==> config.mk <==
export PLATFORM = sky130hd
export DESIGN_NAME = bblru_ctrl
export DESIGN_NICKNAME = d
export VERILOG_FILES = /design/src/rtl/core/bblru_pkg.sv /design/src/rtl/core/bblru_ctrl.sv
export SDC_FILE = /design/constraint.sdc
export NUM_CORES = 1
export LEC_CHECK = 0
export BUFFER_PORTS_ARGS = -buffer_cell sky130_fd_sc_hd__buf_2
export CELL_PAD_IN_SITES_DETAIL_PLACEMENT = 1
export CELL_PAD_IN_SITES_GLOBAL_PLACEMENT = 2
export CORE_MARGIN = 3
export CORE_UTILIZATION = 27
export CTS_BUF_LIST = sky130_fd_sc_hd__clkbuf_4
export CTS_CLUSTER_DIAMETER = 60
export CTS_CLUSTER_SIZE = 8
export DETAILED_ROUTE_END_ITERATION = 7
export GPL_ROUTABILITY_DRIVEN = 0
export GPL_TIMING_DRIVEN = 0
export PLACE_DENSITY_LB_ADDON = 0.25
export SLEW_MARGIN = 20
export SYNTH_ARGS = -nofsm -noshare
export SYNTH_HDL_FRONTEND = slang
export SYNTH_SLANG_ARGS = --single-unit
==> constraint.sdc <==
create_clock -name clk -period 2.1 [get_ports clk]
set_clock_uncertainty 0.1 [all_clocks]
set_input_delay 0.21 -clock clk [delete_from_list [all_inputs] [get_ports clk]]
set_output_delay 0.21 -clock clk [all_outputs]
set_load 0.02 [all_outputs]
==> src/rtl/core/bblru_pkg.sv <==
// Package for the byte-budget LRU cache tracker: widths, codes, controller
// state type and the controller/datapath command and status structs.
package bblru_pkg;
	localparam int unsigned ENTRIES_DEF = 32;
	localparam int unsigned KEY_W = 64;
	localparam int unsigned SIZE_W = 32;
	localparam int unsigned TOTAL_W = 48;
	localparam int unsigned OP_W = 2;
	localparam int unsigned ST_W = 3;

	localparam logic [OP_W-1:0] OP_LOOKUP = 2'd0;
	localparam logic [OP_W-1:0] OP_INSERT = 2'd1;
	localparam logic [OP_W-1:0] OP_CLEAN = 2'd2;

	localparam logic [ST_W-1:0] ST_OK = 3'd0;
	localparam logic [ST_W-1:0] ST_MISS = 3'd1;
	localparam logic [ST_W-1:0] ST_PRESENT = 3'd2;
	localparam logic [ST_W-1:0] ST_TOO_LARGE = 3'd3;
	localparam logic [ST_W-1:0] ST_NO_ROOM = 3'd4;
	localparam logic [ST_W-1:0] ST_EMPTIED = 3'd5;
	localparam logic [ST_W-1:0] ST_FULL = 3'd6;

	typedef enum logic [3:0] {
		S_IDLE,
		S_SCAN,
		S_DECIDE,
		S_ROOM,
		S_VICTIM,
		S_EVICT,
		S_REPORT,
		S_FINAL,
		S_OUT
	} state_t;

	typedef struct packed {
		logic load;        // latch input item, reset scan
		logic scan_step;   // compare one entry, advance pointer
		logic scan_reset;  // restart scan pointer
		logic victim_step; // look for rank 0 entry
		logic evict;       // remove victim, decrement ranks (all lanes)
		logic promote;     // lookup hit: move entry to most recent
		logic insert;      // write new entry into free slot
	} cmd_t;

	typedef struct packed {
		logic scan_done;
		logic hit;
		logic victim_found;
		logic free_ok;      // free_sp >= in_bytes
		logic too_large;
		logic full;
		logic empty;
	} stat_t;
endpackage

==> src/rtl/core/bblru_ctrl.sv <==
// Controller state machine of the LRU cache tracker: sequences key scan,
// eviction loop, insert and result transfers. Depends on bblru_pkg.
module bblru_ctrl (
	input  logic                        clk,
	input  logic                        arst_n,
	input  logic                        in_fire,
	input  logic [bblru_pkg::OP_W-1:0]  op,
	input  logic                        allow,
	input  bblru_pkg::stat_t            stat,
	output bblru_pkg::cmd_t             cmd,
	output logic                        busy,
	output logic                        out_set,
	output logic                        out_is_ev,
	output logic                        out_hit,
	output logic [bblru_pkg::ST_W-1:0]  out_status,
	input  logic                        out_free
);
	import bblru_pkg::*;
	state_t state_q, state_d;
	logic [ST_W-1:0] st_q, st_d;

	always_ff @(posedge clk or negedge arst_n) begin
		if (!arst_n) begin
			state_q <= S_IDLE;
			st_q <= ST_OK;
		end else begin
			state_q <= state_d;
			st_q <= st_d;
		end
	end

	always_comb begin
		state_d = state_q;
		st_d = st_q;
		cmd = '0;
		out_set = 1'b0;
		out_is_ev = 1'b0;
		out_hit = 1'b0;
		out_status = st_q;
		busy = state_q != S_IDLE;
		case (state_q)
			S_IDLE: begin
				if (in_fire) begin
					cmd.load = 1'b1;
					st_d = ST_OK;
					state_d = (op == OP_LOOKUP || op == OP_INSERT) ? S_SCAN
						: (op == OP_CLEAN) ? S_ROOM : S_FINAL;
				end
			end
			S_SCAN: begin
				if (stat.scan_done) state_d = S_DECIDE;
				else cmd.scan_step = 1'b1;
			end
			S_DECIDE: begin
				if (op == OP_LOOKUP) begin
					if (stat.hit) cmd.promote = 1'b1;
					else st_d = ST_MISS;
					state_d = S_FINAL;
				end else if (stat.hit) begin
					st_d = ST_PRESENT;
					state_d = S_FINAL;
				end else if (stat.too_large) begin
					st_d = ST_TOO_LARGE;
					state_d = S_FINAL;
				end else if (!stat.free_ok && !allow) begin
					st_d = ST_NO_ROOM;
					state_d = S_FINAL;
				end else begin
					state_d = S_ROOM;
				end
			end
			S_ROOM: begin
				cmd.scan_reset = 1'b1;
				if (stat.free_ok) begin
					if (op == OP_INSERT) begin
						if (stat.full) st_d = ST_FULL;
						else cmd.insert = 1'b1;
					end
					state_d = S_FINAL;
				end else if (stat.empty) begin
					st_d = ST_EMPTIED;
					state_d = S_FINAL;
				end else begin
					state_d = S_VICTIM;
				end
			end
			S_VICTIM: begin
				if (stat.victim_found) state_d = S_REPORT;
				else cmd.victim_step = 1'b1;
			end
			S_REPORT: begin
				if (out_free) begin
					cmd.evict = 1'b1;
					out_set = 1'b1;
					out_is_ev = 1'b1;
					state_d = S_ROOM;
				end
			end
			S_FINAL: begin
				state_d = S_OUT;
			end
			S_OUT: begin
				if (out_free) begin
					out_set = 1'b1;
					out_hit = (op == OP_LOOKUP) && (st_q == ST_OK);
					state_d = S_IDLE;
				end
			end
			default: state_d = S_IDLE;
		endcase
	end
endmodule

**Word-level counts from Yosys, hierarchy flattened**

Cells that the tools add are included.
Widths: inputs -> output; s select.

- $lt $le $gt $ge: 0
- Reduce and logical (&&, ||, !) cells: 13
- Bitwise gates (word level): 0
- Multiplexer cells: 44
- Multiply operators: 0
- Add/subtract/negate cells: 0
- Equal/unequal tests: 19
- Divide/modulo/power cells: 0
- Shift-type cells: 0

Operators by type and width:

| cell | count |
|---|---|
| $mux 3 | 13 |
| $mux 4 | 9 |
| $pmux 4 s8 | 1 |
| $mux 1 | 19 |
| $eq 4x3->1 const B | 3 |
| $ne 3x3->1 const B | 4 |
| $ne 2x2->1 const B | 5 |
| $pmux 3 s3 | 1 |
| $eq 4x2->1 const B | 2 |
| $reduce_and 7->1 | 1 |
| $ne 5x5->1 const B | 1 |
| $reduce_and 5->1 | 1 |
| $eq 4x1->1 const B | 1 |
| $eq 4x4->1 const B | 1 |
| $logic_not 4->1 | 1 |
| $reduce_bool 4->1 | 1 |
| $logic_not 3->1 | 1 |
| $reduce_bool 3->1 | 1 |
| $eq 2x1->1 const B | 1 |
| $eq 2x2->1 const B | 1 |
| $logic_and 1x1->1 | 2 |
| $logic_not 1->1 | 2 |
| $logic_not 2->1 | 1 |
| $mux 2 | 1 |
| other kinds (2) | 2 |

- Input port bits: 14
- Register bits: 7
- Bits in latches: 0
- Memory bits (writable): 0
- Memories: 0
- Output and inout port bits: 14
- Word-level logic and storage cells: 78
- ROM bits: 0

**Logic depth before layout (Yosys ltp)**

- Depth after elaboration: 7
- Depth in mapped cells: 6
- Depth with buffers taken out: 4

**Worst setup path after synthesis**

Ideal clock, no wire load.

- Path type: register to output
- Start: reg state_q[1]
- End: out out_hit
- Path buffers: 2
- Cell stages (with the launch flop): 6
- Slack: 60 ps
- Required time: 1790 ps
- Arrival: 1730 ps
- Cells stage by stage: dfrtp_1 buf_4 buf_2 nor2_1 nand3_1 nor4b_1

- Longest elaborated chain between the ends: 2

Ends and longest elaborated chain:

| element | RTL line | text |
|---|---|---|
| start: declaration | bblru_ctrl.sv:19 | `state_t state_q, state_d;` |
| start signal: assignment | bblru_ctrl.sv:27 | `state_q <= state_d;` |
| $eq 4x4->1 | bblru_ctrl.sv:41 | `case (state_q)` |
| $mux 1 | bblru_ctrl.sv:41 |  |
| end: declaration | bblru_ctrl.sv:14 | `output logic out_hit,` |

No other way between the ends.

==> flow_summary.json <==
{
  "diodes": 0,
  "grt_pass1_wl_mm": 3.532,
  "final_core_util_pct": 39.99,
  "grt_antenna_before_repair": 0,
  "h-tree-depth": 1,
  "syn-num-nets": 97,
  "die_x_um": 56.58,
  "grt_use_met3_pct": 1.149,
  "ant_nets": 0,
  "synth_area_um2": 690.7,
  "final_common_cell": "buf_2",
  "synthCells": 83,
  "end_kind": "output port",
  "power_switching_uw": 639.1,
  "yosysUniqueCellTypes": 39,
  "ys_seq_elements": 7,
  "overflow": 0,
  "critPathMaxFanout": 10,
  "clkTransAtPathRegs_ps": 60,
  "hold_path_depth": 2,
  "criticalPathCategory": "reg2out",
  "setup_violations": 0,
  "yosys.area_share.simple_pct": 30.98,
  "vdd_drop_max_mv": 0.5401,
  "syn_to_final_growth_pct": 34.24,
  "timing.rr.end": "out_status[2]",
  "drive_above_1_share_pct": 40.87,
  "drt_iter0_drc": 5,
  "fillers": 295,
  "rsz0062_at_grt": "true",
  "p_int_uw": 646.2,
  "crit_arrival_ps": 1680,
  "synth-compound-area-share_pct": 28.62,
  "worst_slew_margin_rel_pct": 75.88,
  "finalHoldViolations": 0,
  "post_cts_buffers": 0,
  "port_buffers": 27,
  "drv_slew": 0,
  "wirelength_mm": 2.112,
  "num_vias": 757,
  "hold_path_class": "in2reg",
  "cts.sinks": 7,
  "p_seq_share_pct": 18.1,
  "total_power_mw": 1.285,
  "min_from": "out_free",
  "pwr-share-clk_pct": 10.8,
  "synth-seq-area-share_pct": 25.36,
  "holdPathEnd": "state_q[3]",
  "cp.required_ps": 1790,
  "yosys.area_share.adder_pct": 0,
  "drc": 0,
  "grt_max_degree": 11,
  "top_usage_layer": "met2",
  "nNetsFinal": 130,
  "start_util_pct": 29.79,
  "track_usage_pct": 13.64,
  "cts-root-buf": "clkbuf_4",
  "pwr-share-comb_pct": 71.1,
  "viasPerCell": 5.294,
  "p_sw_share_pct": 49.73,
  "io_pins": 28,
  "die_area_mm2": 0.003201,
  "dp_hpwl_mm": 1.672,
  "worst-r2r-setup-slack_ps": 250,
  "clkLatencyLatePin_ps": 260,
  "tightest_slew_ps": 356.8,
  "period_share_pct": 94.99,
  "fin_crit_ps": 1995,
  "grtUsageMet2_pct": 21.45,
  "muxShareOfSynthArea_pct": 6.341,
  "max_clock_freq_mhz": 501.3,
  "grt_pass1_vias": 772,
  "synth_xor_area_share_pct": 0,
  "setup-tns-final_ps": 0,
  "wire_per_inst_um": 14.77,
  "yosys_warnings": 0,
  "fp.dieH_um": 56.58,
  "layout_common_cells": "buf_2 (28), nor2_1 (9), dfrtp_1 (7)",
  "grtUsageMet1_pct": 19.17,
  "syn_area_per_cell_um2": 8.321,
  "drtPass1Iterations": 2,
  "core_area_mm2": 0.002318,
  "cp-start-kind": "register",
  "r2r-start": "state_q[3]",
  "tritoncts": "done",
  "power_density_mw_per_mm2": 1386,
  "cts_buffer_depth": 2,
  "power.leakage_nw": 0.4437,
  "r2r_cells": 5,
  "synth_top_family_by_area": "simple AND/OR/NAND/NOR gates",
  "cap_violations": 0,
  "std_cell_rows": 17,
  "status": "complete, no violations",
  "cts_buffers": 3
}
## power by group through the flow
stage / combinational, mW / clock [mW] / sequential, mW
5_1_grt: 1.00 / 0.151 / 0.245
2_1_floorplan: 0.643 / 0 / 0.249
4_1_cts: 0.915 / 0.145 / 0.233
3_3_place_gp: 0.889 / 0 / 0.233
3_5_place_dp: 0.886 / 0 / 0.234
6_report: 0.914 / 0.138 / 0.233
## Yosys cell counts (all sizes together)
cell type | n | area (µm²)
nor2 | 11 | 48.80
dfrtp | 7 | 175.2
a21oi | 6 | 30.03
buf | 6 | 41.28
o21ai | 5 | 28.77
inv | 4 | 15.01
nor4b | 4 | 41.29
and3 | 3 | 18.77
mux2 | 3 | 33.78
nand2 | 3 | 11.26
nand2b | 3 | 18.77
nand3 | 3 | 15.01
nor3 | 3 | 15.01
o22ai | 2 | 12.51
o32ai | 2 | 17.52
a2111oi | 1 | 27.53
a211oi | 1 | 12.51
a21o | 1 | 7.510
a22o | 1 | 8.760
a22oi | 1 | 7.510
a31oi | 1 | 6.260
and3b | 1 | 8.760
clkbuf | 1 | 3.750
mux2i | 1 | 10.01
nand3b | 1 | 7.510
nand4 | 1 | 6.260
nor4 | 1 | 6.260
nor4bb | 1 | 10.01
o21bai | 1 | 7.510
o221ai | 1 | 15.01
o22a | 1 | 8.760
o31ai | 1 | 7.510
or2 | 1 | 6.260
## how the worst max path moves through the flow
stage / endpoint / cells after the start / start
floorplan: out_hit / 5 / state_q[1]
detailed placement: out_hit / 6 / state_q[1]
global route: cmd[0] / 5 / state_q[3]
finish: cmd[2] / 7 / state_q[1]
CTS: out_hit / 6 / state_q[1]
global placement: out_hit / 6 / state_q[1]
## logic make-up (layout without fill, tap and decap cells)
logic type,Yosys count,in the layout
flip-flops,7,7
AO/OA/AOI/OAI,25,25
AND/OR/NAND/NOR,36,36
buffers and inverters,11,43
multiplexers,4,4
## metal layers
| layer | wire, µm | vias to the layer above |
|---|---|---|
| met5 | 0 | - |
| met4 | 11 | 0 |
| met3 | 74 | 2 |
| met2 | 989 | 16 |
| met1 | 1036 | 364 |
| li1 | - | 375 |
## final cells by class
type                    count  area (µm²)  share of cell area (%)
well taps                  28       35.03                   3.779
flip-flops and latches      7       175.2                   18.89
repair buffers             28       147.6                   15.92
multi-input cells          65       475.5                   51.28
plain buffers               7       48.80                   5.263
inverters                   4       15.01                   1.619
clock buffers               4       30.03                   3.239
## worst max-delay path: stages (launching register included)
cell     delay [ps]
dfrtp_1         320
buf_4           150
buf_4           190
inv_1            90
or2_1           260
nor2_1          140
buf_4           120
buf_2           150
## state kept, by name, indices dropped and copies added, names as in the netlist
signal,cells
state_q,4
out_status,3
## per-stage QoR
stage	area, µm²	cells	hold slack, ps	setup slack [ps]
2_1_floorplan	690.7	83	-185.6	59.88
3_3_place_gp	860.8	138	-52.95	159.7
3_5_place_dp	860.8	138	-48.37	116.0
4_1_cts	917.1	143	109.2	39.37
5_1_grt	927.1	143	146.9	-17.71
6_report	927.1	143	114.2	105.2
## repair_timing
item | 4_1_cts | 5_1_grt
setup endpoints to repair | 1 | 3
endpoints found under the hold margin | 7 | 0
pin swaps | 0 | 2
resized for setup | 4 | 4
hold buffers | 1 | 0
Power figures use the tool's default switching activity.
